## src/hdl/assert_macros.svh

```systemverilog
// Assertion macros used by the RTL top level of the sniffer.
`ifndef ASSERT_MACROS_SVH
`define ASSERT_MACROS_SVH

// Check a property on every clock edge outside reset.
`define ASSERT_ALWAYS(label, prop, msg) \
  label: assert property (@(posedge clk) disable iff (rst) (prop)) else $error(msg);

// Check that a condition implies a consequence in the following cycle.
`define ASSERT_NEXT(label, ante, cons, msg) \
  label: assert property (@(posedge clk) disable iff (rst) (ante) |=> (cons)) else $error(msg);

`endif

```

## src/hdl/ffs_pkg.sv

```systemverilog
// Package with codes, character constants and byte classifiers for the sniffer.
package ffs_pkg;

  localparam int unsigned PERMILLE_W = 10;
  localparam int unsigned CODE_W     = 3;
  localparam int unsigned REG_IDX_W  = 2;

  // Configuration register indexes
  localparam logic [REG_IDX_W-1:0] REG_DNA       = 2'd0;
  localparam logic [REG_IDX_W-1:0] REG_PROTEIN   = 2'd1;
  localparam logic [REG_IDX_W-1:0] REG_FASTA_TXT = 2'd2;
  localparam logic [REG_IDX_W-1:0] REG_TEXT      = 2'd3;

  // Register reset values in permille
  localparam logic [PERMILLE_W-1:0] DNA_RESET       = 10'd700;
  localparam logic [PERMILLE_W-1:0] PROTEIN_RESET   = 10'd700;
  localparam logic [PERMILLE_W-1:0] FASTA_TXT_RESET = 10'd910;
  localparam logic [PERMILLE_W-1:0] TEXT_RESET      = 10'd800;
  localparam logic [PERMILLE_W-1:0] PERMILLE_SCALE  = 10'd1000;

  // Format codes
  localparam logic [CODE_W-1:0] FMT_UNKNOWN    = 3'd0;
  localparam logic [CODE_W-1:0] FMT_XML        = 3'd1;
  localparam logic [CODE_W-1:0] FMT_FASTA      = 3'd2;
  localparam logic [CODE_W-1:0] FMT_TEXT_ASN   = 3'd3;
  localparam logic [CODE_W-1:0] FMT_BINARY_ASN = 3'd4;

  localparam logic [7:0] CH_LF    = 8'h0A;
  localparam logic [7:0] CH_GT    = 8'h3E;
  localparam logic [7:0] CH_BRACE = 8'h7B;
  localparam int unsigned SIG_LEN = 5;

  typedef logic [7:0]            byte_t;
  typedef logic [CODE_W-1:0]     code_t;
  typedef logic [PERMILLE_W-1:0] permille_t;
  typedef logic [REG_IDX_W-1:0]  reg_idx_t;

  // Upper-case signature character at a position of the XML prefix
  function automatic byte_t xml_sig(input logic [2:0] pos);
    byte_t ch;
    case (pos)
      3'd0:    ch = 8'h3C;
      3'd1:    ch = 8'h3F;
      3'd2:    ch = 8'h58;
      3'd3:    ch = 8'h4D;
      default: ch = 8'h4C;
    endcase
    return ch;
  endfunction

  function automatic logic is_space(input byte_t b);
    return (b == 8'h20) || (b >= 8'h09 && b <= 8'h0D);
  endfunction

  function automatic logic is_alnum(input byte_t b);
    return (b >= 8'h30 && b <= 8'h39) || (b >= 8'h41 && b <= 8'h5A) ||
           (b >= 8'h61 && b <= 8'h7A);
  endfunction

  function automatic byte_t to_upper(input byte_t b);
    return (b >= 8'h61 && b <= 8'h7A) ? b - 8'h20 : b;
  endfunction

  // A T G C, taken upper case
  function automatic logic is_nucleotide(input byte_t up);
    return (up == 8'h41) || (up == 8'h54) || (up == 8'h47) || (up == 8'h43);
  endfunction

  // U R Y K M S W B D H V N, taken upper case
  function automatic logic is_ambiguity(input byte_t up);
    return (up == 8'h55) || (up == 8'h52) || (up == 8'h59) || (up == 8'h4B) ||
           (up == 8'h4D) || (up == 8'h53) || (up == 8'h57) || (up == 8'h42) ||
           (up == 8'h44) || (up == 8'h48) || (up == 8'h56) || (up == 8'h4E);
  endfunction

endpackage

```

## src/hdl/ffs_if.sv

```systemverilog
// Channel interfaces of the sniffer: byte stream, result codes, register writes.
interface ffs_byte_if;
  import ffs_pkg::*;
  logic  valid;
  logic  ready;
  byte_t data_byte;
  logic  last_byte;
  modport source (output valid, output data_byte, output last_byte, input ready);
  modport sink (input valid, input data_byte, input last_byte, output ready);
endinterface

interface ffs_code_if;
  import ffs_pkg::*;
  logic  valid;
  logic  ready;
  code_t format_code;
  modport source (output valid, output format_code, input ready);
  modport sink (input valid, input format_code, output ready);
endinterface

interface ffs_cfg_if;
  import ffs_pkg::*;
  logic      valid;
  logic      ready;
  reg_idx_t  index;
  permille_t data;
  modport source (output valid, output index, output data, input ready);
  modport sink (input valid, input index, input data, output ready);
endinterface

```

## src/hdl/file_format_sniffer.sv

```systemverilog
// Top level of the file format sniffer: byte counters, ratio pipeline, result register.
//
//   channel  dir  payload                  handshake
//   feed     in   data_byte[8], last_byte  valid/ready
//   result   out  format_code[3]           valid/ready
//   cfg      in   index[2], data[10]       valid/ready, always ready
//
// One byte is taken per cycle while feed is ready; the counters update at the request itself.
// A last byte launches a snapshot through stage A (snapshot), stage B (products)
// and the result register (compares); one code per cycle can drain while result is ready.
// Synchronous active-high reset restores the registers' defaults and clears the counters.
// A stalled result holds the pipeline; feed drops ready only when all three stages are full.
`include "assert_macros.svh"

module file_format_sniffer #(
  parameter int unsigned WINDOW_BYTES = 1024
) (
  input logic clk,
  input logic rst,
  ffs_byte_if.sink   feed,
  ffs_code_if.source result,
  ffs_cfg_if.sink    cfg
);
  import ffs_pkg::*;

  localparam int unsigned CW = $clog2(WINDOW_BYTES + 1);
  localparam int unsigned PW = CW + PERMILLE_W;

  typedef logic [CW-1:0] cnt_t;
  typedef logic [PW-1:0] prod_t;

  typedef struct packed {
    cnt_t total;
    cnt_t nuc;
    cnt_t amb;
    cnt_t txt;
    logic xml_ok;
    logic gt;
    logic brace;
  } snap_t;

  typedef struct packed {
    logic  xml;
    logic  gt;
    logic  brace;
    prod_t txt_k;
    prod_t nuc_k;
    prod_t amb_k;
    prod_t dna_lim;
    prod_t prot_lim;
    prod_t ftxt_lim;
    prod_t txt_lim;
  } prod_set_t;

  // Configuration registers
  permille_t dna_permille, protein_permille, fasta_text_permille, text_permille;

  // Per-file state
  cnt_t byte_count, nucleotide_count, ambiguity_count, text_count;
  logic xml_prefix_ok, starts_with_gt, in_first_line, line_ends_brace;

  snap_t     nxt;
  logic      in_first_line_next;
  logic      feed_acc;
  byte_t     up;
  logic      take;

  logic      a_valid, b_valid;
  snap_t     a_snap;
  prod_set_t b_prod;
  logic      a_ready, b_ready;
  code_t     code_next;
  logic      out_valid;
  code_t     out_code;

  assign cfg.ready = 1'b1;

  // Write configuration registers
  always_ff @(posedge clk) begin
    if (rst) begin
      dna_permille        <= DNA_RESET;
      protein_permille    <= PROTEIN_RESET;
      fasta_text_permille <= FASTA_TXT_RESET;
      text_permille       <= TEXT_RESET;
    end else if (cfg.valid) begin
      unique case (cfg.index)
        REG_DNA:       dna_permille        <= cfg.data;
        REG_PROTEIN:   protein_permille    <= cfg.data;
        REG_FASTA_TXT: fasta_text_permille <= cfg.data;
        REG_TEXT:      text_permille       <= cfg.data;
        default:       ;
      endcase
    end
  end

  // Pipeline flow control
  assign b_ready    = !out_valid || result.ready;
  assign a_ready    = !b_valid || b_ready;
  assign feed.ready = !a_valid || a_ready;
  assign feed_acc   = feed.valid && feed.ready;

  // Classify the incoming byte and form the updated counters
  always_comb begin
    up   = to_upper(feed.data_byte);
    take = byte_count < cnt_t'(WINDOW_BYTES);
    nxt.total = byte_count;
    nxt.nuc   = nucleotide_count;
    nxt.amb   = ambiguity_count;
    nxt.txt   = text_count;
    nxt.xml_ok = xml_prefix_ok;
    nxt.gt     = starts_with_gt;
    nxt.brace  = line_ends_brace;
    in_first_line_next = in_first_line;
    if (take) begin
      nxt.total = byte_count + cnt_t'(1);
      if (byte_count < cnt_t'(SIG_LEN) && up != xml_sig(byte_count[2:0])) begin
        nxt.xml_ok = 1'b0;
      end
      if (byte_count == '0) begin
        nxt.gt = (feed.data_byte == CH_GT);
      end
      if (is_alnum(feed.data_byte) || is_space(feed.data_byte)) begin
        nxt.txt = text_count + cnt_t'(1);
      end
      if (is_nucleotide(up)) begin
        nxt.nuc = nucleotide_count + cnt_t'(1);
      end
      if (is_ambiguity(up)) begin
        nxt.amb = ambiguity_count + cnt_t'(1);
      end
      if (in_first_line) begin
        if (feed.data_byte == CH_LF) begin
          in_first_line_next = 1'b0;
        end else if (!is_space(feed.data_byte)) begin
          nxt.brace = (feed.data_byte == CH_BRACE);
        end
      end
    end
  end

  // Advance the counters; clear them on reset and after the last byte of a file
  always_ff @(posedge clk) begin
    if (rst || (feed_acc && feed.last_byte)) begin
      byte_count       <= '0;
      nucleotide_count <= '0;
      ambiguity_count  <= '0;
      text_count       <= '0;
      xml_prefix_ok    <= 1'b1;
      starts_with_gt   <= 1'b0;
      in_first_line    <= 1'b1;
      line_ends_brace  <= 1'b0;
    end else if (feed_acc) begin
      byte_count       <= nxt.total;
      nucleotide_count <= nxt.nuc;
      ambiguity_count  <= nxt.amb;
      text_count       <= nxt.txt;
      xml_prefix_ok    <= nxt.xml_ok;
      starts_with_gt   <= nxt.gt;
      in_first_line    <= in_first_line_next;
      line_ends_brace  <= nxt.brace;
    end
  end

  // Stage A: hold the final counts of a file
  always_ff @(posedge clk) begin
    if (rst) begin
      a_valid <= 1'b0;
    end else if (feed.ready) begin
      a_valid <= feed_acc && feed.last_byte;
    end
  end

  always_ff @(posedge clk) begin
    if (feed.ready && feed_acc && feed.last_byte) begin
      a_snap <= nxt;
    end
  end

  // Stage B: scale counts and thresholds
  always_ff @(posedge clk) begin
    if (rst) begin
      b_valid <= 1'b0;
    end else if (a_ready) begin
      b_valid <= a_valid;
    end
  end

  always_ff @(posedge clk) begin
    if (a_ready && a_valid) begin
      b_prod.xml      <= (a_snap.total > cnt_t'(SIG_LEN)) && a_snap.xml_ok;
      b_prod.gt       <= a_snap.gt;
      b_prod.brace    <= a_snap.brace;
      b_prod.txt_k    <= prod_t'(a_snap.txt) * prod_t'(PERMILLE_SCALE);
      b_prod.nuc_k    <= prod_t'(a_snap.nuc) * prod_t'(PERMILLE_SCALE);
      b_prod.amb_k    <= prod_t'(a_snap.amb) * prod_t'(PERMILLE_SCALE);
      b_prod.dna_lim  <= prod_t'(dna_permille) * prod_t'(a_snap.total);
      b_prod.prot_lim <= prod_t'(protein_permille) * prod_t'(a_snap.total);
      b_prod.ftxt_lim <= prod_t'(fasta_text_permille) * prod_t'(a_snap.total);
      b_prod.txt_lim  <= prod_t'(text_permille) * prod_t'(a_snap.total);
    end
  end

  // Compare shares and pick the first matching format
  always_comb begin
    if (b_prod.xml) begin
      code_next = FMT_XML;
    end else if (b_prod.gt && (b_prod.txt_k > b_prod.ftxt_lim) &&
                 ((b_prod.nuc_k > b_prod.dna_lim) || (b_prod.amb_k > b_prod.prot_lim))) begin
      code_next = FMT_FASTA;
    end else if ((b_prod.txt_k > b_prod.txt_lim) && b_prod.brace) begin
      code_next = FMT_TEXT_ASN;
    end else if (b_prod.txt_k < b_prod.txt_lim) begin
      code_next = FMT_BINARY_ASN;
    end else begin
      code_next = FMT_UNKNOWN;
    end
  end

  // Result register
  always_ff @(posedge clk) begin
    if (rst) begin
      out_valid <= 1'b0;
    end else if (b_ready) begin
      out_valid <= b_valid;
    end
  end

  always_ff @(posedge clk) begin
    if (b_ready && b_valid) begin
      out_code <= code_next;
    end
  end

  assign result.valid       = out_valid;
  assign result.format_code = out_code;

  // Checks
  `ASSERT_NEXT(a_last_clears, feed_acc && feed.last_byte, byte_count == '0 && a_valid, "last byte did not clear counters or load snapshot")
  `ASSERT_ALWAYS(a_window, byte_count <= cnt_t'(WINDOW_BYTES), "byte count past window")
  `ASSERT_ALWAYS(a_text_bound, text_count <= byte_count && nucleotide_count <= text_count && ambiguity_count <= text_count, "class counts exceed totals")
  `ASSERT_NEXT(a_stage_hold, a_valid && !a_ready, a_valid && $stable(a_snap), "stage A lost a held snapshot")
  `ASSERT_NEXT(a_b_hold, b_valid && !b_ready, b_valid, "stage B dropped a stalled result")

endmodule
```

## src/flat_wrapper.sv

```systemverilog
// flat-port wrapper written by rule: the top's interface ports become plain ports
module file_format_sniffer_flat import ffs_pkg::*;
#(
  parameter int unsigned WINDOW_BYTES = 1024
)
  (clk, rst, feed_valid, feed_data_byte, feed_last_byte, feed_ready, result_valid, result_format_code, result_ready, cfg_valid, cfg_index, cfg_data, cfg_ready);
  ffs_byte_if feed_i ();
  ffs_code_if result_i ();
  ffs_cfg_if cfg_i ();
  input logic clk;
  input logic rst;
  input wire logic [$bits(feed_i.valid)-1:0] feed_valid;
  input wire logic [$bits(feed_i.data_byte)-1:0] feed_data_byte;
  input wire logic [$bits(feed_i.last_byte)-1:0] feed_last_byte;
  output wire logic [$bits(feed_i.ready)-1:0] feed_ready;
  output wire logic [$bits(result_i.valid)-1:0] result_valid;
  output wire logic [$bits(result_i.format_code)-1:0] result_format_code;
  input wire logic [$bits(result_i.ready)-1:0] result_ready;
  input wire logic [$bits(cfg_i.valid)-1:0] cfg_valid;
  input wire logic [$bits(cfg_i.index)-1:0] cfg_index;
  input wire logic [$bits(cfg_i.data)-1:0] cfg_data;
  output wire logic [$bits(cfg_i.ready)-1:0] cfg_ready;
  assign feed_i.valid = feed_valid;
  assign feed_i.data_byte = feed_data_byte;
  assign feed_i.last_byte = feed_last_byte;
  assign feed_ready = feed_i.ready;
  assign result_valid = result_i.valid;
  assign result_format_code = result_i.format_code;
  assign result_i.ready = result_ready;
  assign cfg_i.valid = cfg_valid;
  assign cfg_i.index = cfg_index;
  assign cfg_i.data = cfg_data;
  assign cfg_ready = cfg_i.ready;
  file_format_sniffer #(.WINDOW_BYTES(WINDOW_BYTES)) u_core (.clk(clk), .rst(rst), .feed(feed_i), .result(result_i), .cfg(cfg_i));
endmodule
```

## config.mk

```make
export PLATFORM = sky130hd
export DESIGN_NAME = file_format_sniffer_flat
export DESIGN_NICKNAME = d
export VERILOG_FILES = /design/src/hdl/ffs_pkg.sv /design/src/hdl/ffs_if.sv /design/src/hdl/file_format_sniffer.sv /design/src/flat_wrapper.sv
export VERILOG_INCLUDE_DIRS = /design/src /design/src/hdl
export SDC_FILE = /design/constraint.sdc
export NUM_CORES = 2
export LEC_CHECK = 0
export BUFFER_PORTS_ARGS = -buffer_cell sky130_fd_sc_hd__buf_2
export CORE_MARGIN = 3
export CORE_UTILIZATION = 70
export DETAILED_ROUTE_END_ITERATION = 8
export PLACE_DENSITY = 0.87
export SYNTH_ARGS = -nofsm -noshare
export SYNTH_HDL_FRONTEND = slang
export SYNTH_SLANG_ARGS = --single-unit
```

## constraint.sdc

```tcl
create_clock -name clk -period 39.1 [get_ports clk]
set_clock_uncertainty 0.1 [all_clocks]
set_input_delay 7.82 -clock clk [delete_from_list [all_inputs] [get_ports clk]]
set_output_delay 7.82 -clock clk [all_outputs]
set_load 0.02 [all_outputs]
```

Word-level counts from Yosys, hierarchy flattened
Index checks and enable logic that the tools add are counted.
- flip-flop bits (word level): 282
- bits in latches: 0
- RAM bits: 0
- memory bits (read-only): 0
- bits of input ports: 26
- output and inout port bits: 6
- word-level logic and storage cells: 156
- memories kept: 0
- add/sub/neg operators: 5
- multiply operators: 7
- divide/modulo/power cells: 0
- magnitude comparators: 16
- equality and inequality tests: 27
- shifts and indexed selects: 0
- mux-type cells: 17
- bitwise gates (word level): 0
- reductions and logical operators: 50
- operator list (kind ; number):
    == test 8 x 7 -> 1 bit (second input constant) ; 17
    > comparator 21 bit ; 4
    multiplier 10 x 11 -> 21 bit ; 4
    multiplier 11 x 7 -> 18 bit (second input constant) ; 3
    2-to-1 mux 47 bit ; 1
    adder 11 x 1 -> 11 bit (second input constant) ; 4
    2-to-1 mux 11 bit ; 3
    one-hot mux 7 bit (4 select lines) ; 1
    logical OR 1 bit ; 23
    < comparator 21 bit ; 1
    == test 8 x 6 -> 1 bit (second input constant) ; 2
    >= comparator 8 x 7 -> 1 bit (second input constant) ; 2
    less-or-equal comparator 8 x 7 -> 1 bit (second input constant) ; 2
    2-to-1 mux 8 bit ; 2
    logical AND 1 bit ; 15
    > comparator 11 x 3 -> 1 bit (second input constant) ; 1
    zero test 11 bit ; 1
    < comparator 11 bit (second input constant) ; 1
    < comparator 11 x 3 -> 1 bit (second input constant) ; 1
    AND reduction 2 bit ; 5
    == test 8 x 4 -> 1 bit (second input constant) ; 1
    >= comparator 8 x 4 -> 1 bit (second input constant) ; 1
    >= comparator 8 x 6 -> 1 bit (second input constant) ; 1
    less-or-equal comparator 8 x 4 -> 1 bit (second input constant) ; 1
    14 further kinds ; 25

Longest topological paths before layout
- depth after elaboration: 17
- depth in mapped cells: 21
- depth with buffers taken out: 20

Worst setup path after synthesis
No wires, ideal clock.
- path kind: input port to flip-flop
- start: input port result_ready
- end: register u_core.b_prod[0] (netlist name), enable pin
- setup time: 0.857 ns
- arrival: 18.082 ns
- data required time: 38.143 ns
- path slack: 20.060 ns
- stages on the path: 2
- path buffers: 0
- cells stage by stage: nor2b_1 -> a21boi_0
- word-level cells in the longest chain between the ends: 3
- RTL lines (item ; RTL line ; text):
    start: declaration ; flat_wrapper.sv:18 ; input wire logic [$bits(result_i.ready)-1:0] result_ready;
    logical OR 1 bit ; file_format_sniffer.sv:97 ; assign b_ready = !out_valid || result.ready;
    logical OR 1 bit ; file_format_sniffer.sv:98 ; assign a_ready = !b_valid || b_ready;
    logical AND 1 bit ; file_format_sniffer.sv:189 ; if (a_ready && a_valid) begin
    end: declaration ; file_format_sniffer.sv:70 ; prod_set_t b_prod;
No other way between the ends.
A chain may end at the register's enable or synchronous reset.

Worst setup path after layout
- start: input port result_ready
- end: output port feed_ready
- word-level cells in the longest chain between the ends: 3
- RTL lines (item ; RTL line ; text):
    logical OR 1 bit ; file_format_sniffer.sv:97 ;
    logical OR 1 bit ; file_format_sniffer.sv:98 ;
    logical OR 1 bit ; file_format_sniffer.sv:99 ; assign feed.ready = !a_valid || a_ready;
    end: declaration ; flat_wrapper.sv:15 ; output wire logic [$bits(feed_i.ready)-1:0] feed_ready;
No other way between the ends.

==> out/qor.yml <==
synthesis:
  synth_area_leaders: "fa_1 (24%), edfxtp_1 (18%), ha_1 (17%)"
  synth_top_flop_cell: "edfxtp_1"
  synth_top_family_by_area: "adder cells"
  syn-cell-area_mm2: 0.0323
  yosysWarnings: 0
  synth-simple-area-share_pct: 15.2
  synthMuxAreaShare_pct: 0.353
  synth-compound-area-share_pct: 7.10
  seq_area_frac_synth_pct: 23.4
  ys_types: 77
  synth-edff-count: 191
  synth_fp_nets: 4169
  synth_cells: 3325
  synthXorXnorAreaFrac_pct: 5.10
  async_flop_share_pct: 0
  synthesis.area_per_instance_um2: 9.71
  ys_seq_elements: 282
  synth_top_area_cell: "fa_1"
  synth_top_area_share_pct: 23.7
  synth_adder_area_share_pct: 40.6
layout:
  seqCellArea_mm2: 0.00756
  drive_above_1_share_pct: 3.66
  num_antenna_cells: 0
  final_net_count: 4122
  area_delta_synth_final_pct: 4.85
  fillCellCount: 3015
  mostFrequentLayoutCells: "inv_1 (583), ha_1 (436), fa_1 (382)"
  post-route-cell-area_mm2: 0.0339
  multi_input_area_mm2: 0.0221
  final_common_cell: "inv_1"
drt:
  wl_met1_mm: 26.2
  first_pass_iters: 5
  post_drt_wl_per_cell_um: 17.5
  drc_errors: 0
  routed.top_layer: "met4"
  drt-initial-drc-count: 1383
  viasPerCell: 5.92
  met3_length_mm: 3.38
  detail-route-antenna-nets: 0
  via_count: 23100
  finalWirelength_mm: 68.5
  wl_met2_mm: 36.3
global_routing:
  grt_pass1_wl_mm: 117
  grt_max_degree: 79
  first_global_vias: 24900
  grtUsageTotal_pct: 29.5
  gr-total-overflow: 0
  grt_antenna_before_repair: 0
critical_path:
  cp.depth: 4
  slowest_delay_ns: 0.35
  path_common_cell: "buf_2"
  reg2regPathDepth: 19
  critPathBufInv: 2
  cpMaxStageDelayCell: "nor2b_1"
  r2r_start: "u_core.a_snap[44]"
  r2r_setup_slack_ns: 32.97
  path_max_fanout: 5
  startpoint_type: "input port"
  end_kind: "output pin"
  arrival_ns: 8.68
  setup.worst_path.start: "result_ready"
  cp_cell_sequence: "buf_2 > nor2b_1 > nand3_1 > buf_2"
  crit_type: "in -> out"
  crit_family: "simple AND/OR/NAND/NOR gates"
  required_ns: 31.18
  timing.rr.end: "u_core.b_prod[83]"
cts:
  hold_buffers: 0
  htreeDepth: 1
  clock_latency_ns: 0.60
  clockRootBuffer: "clkbuf_16"
  cts_resized: 0
  cts_tree: "done"
  clk_pin_slew_ns: 0.06
  max-clock-path-buffers: 3
  post_cts_buffers: 0
  numCtsBuffers: 30
  clock-sinks: 282
status:
  status: "finished clean"
die:
  initial_utilization_pct: 71.0
  row_count: 78
  die_width_um: 221
  io_pins: 32
  dieArea_mm2: 0.0487
  fp.dieH_um: 221
  core_area_mm2: 0.0455
power_and_ir_drop:
  power_density_mw_per_mm2: 42.3
  vdd_drop_max_mv: 0.0428
  p_leak_nw: 16.5
job:
  max_cap_viol_count: 0
sta:
  period_share_pct: 42.5
  rsz0062_at_grt: "no"
  setup_viol: 0
  fmax_ghz: 0.0602
  hold_viol: 0
  tns_ns: 0
  finalMaxSlewViolations: 0
  worst_pin_slew_ns: 1.13
  relSlewSlack_pct: 24.2
  period_needed_ns: 16.60
placement:
  place_congestion: 0.848
  dp_hpwl_mm: 51.9
  place_area_mm2: 0.0328
  io_buffers: 30
hold_path:
  holdPathStages: 1
  holdCritStartpoint: "u_core.in_first_line"
  worstHoldEndpoint: "u_core.in_first_line"
  hold_class: "reg -> reg"
==> cells in the mapped netlist, types with 9 or more instances <==
| master | number |
|---|---|
| nor3_1 | 51 |
| o21bai_1 | 15 |
| inv_1 | 584 |
| dfxtp_1 | 91 |
| a211oi_1 | 15 |
| edfxtp_1 | 191 |
| fa_1 | 382 |
| xor2_1 | 67 |
| o21a_1 | 15 |
| a21o_1 | 52 |
| clkbuf_1 | 113 |
| nor2b_1 | 18 |
| nand2_1 | 357 |
| ha_1 | 436 |
| o211ai_1 | 9 |
| a21oi_1 | 117 |
| and3_1 | 22 |
| nand3_1 | 41 |
| o21ai_0 | 49 |
| xnor2_1 | 121 |
| nand4_1 | 35 |
| and2_1 | 237 |
| a31oi_1 | 9 |
| or3_1 | 13 |
| a211o_1 | 11 |
| nor2_1 | 130 |
| nand3b_1 | 19 |
==> cell type report <==
| class | instances | area share (%) |
|---|---|---|
| Multi-Input combinational cell | 2337 | 65.2 |
| Sequential cell | 282 | 22.3 |
| Inverter | 584 | 6.47 |
| Clock buffer | 34 | 2.26 |
| Tap cell | 600 | 2.22 |
| Clock inverter | 22 | 0.780 |
| Timing Repair Buffer | 43 | 0.732 |
==> kinds of logic (layout without fill, tap and decap cells) <==
kind of cell               Yosys count  after routing
adders and majority gates          818            818
and+or+nand+nor                    973            973
AOI/OAI and AO/OA                  346            346
buffers and inverters              706            683
xor gates and xnor gates           188            188
other                                1              1
muxes                               11             11
DFF                                282            282
==> routing by layer <==
metal	GRT usage, %	up-vias
met4	11.4	0
li1	-	10700
met5	0	-
met2	55.0	758
met1	34.9	11500
met3	3.21	207
==> metrics by stage <==
step / cells / hold slack, ns / setup slack [ns] / total power, mW / util [%]
finish: 3902 / 0.364 / 22.50 / 1.43 / 74.5
global route: 3902 / 0.391 / 22.34 / 1.54 / 74.5
CTS: 3902 / 0.365 / 22.49 / 1.43 / 74.5
detailed placement: 3846 / 0.350 / 22.49 / 1.12 / 72.2
global placement: 3846 / 0.328 / 22.54 / 1.08 / 72.2
floorplan: 3325 / 0.300 / 20.06 / 0.963 / -
==> state kept, by name, indices dropped and copies added, names as in the netlist <==
name                        count
u_core.b_prod                 141
u_core.a_snap                  47
u_core.ambiguity_count         11
u_core.byte_count              11
u_core.nucleotide_count        11
u_core.text_count              11
u_core.dna_permille            10
u_core.fasta_text_permille     10
u_core.protein_permille        10
u_core.text_permille           10
u_core.result.format_code       3
u_core.a_valid                  1
u_core.b_valid                  1
u_core.in_first_line            1
u_core.line_ends_brace          1
u_core.result.valid             1
u_core.starts_with_gt           1
u_core.xml_prefix_ok            1
==> worst max path at each step <==
stage                     slack [ns]                to
after floorplan                20.06  u_core.b_prod[0]
after detailed placement       22.49        feed_ready
after CTS                      22.49        feed_ready
after global placement         22.54        feed_ready
final                          22.50        feed_ready
after global routing           22.34        feed_ready
==> power by group <==
group / internal (mW) / switching [mW] / total, mW
logic: 0.319 / 0.412 / 0.731
registers: 0.381 / 0.0201 / 0.401
clock network: 0.169 / 0.129 / 0.299
(Power assumes the default switching activity.)
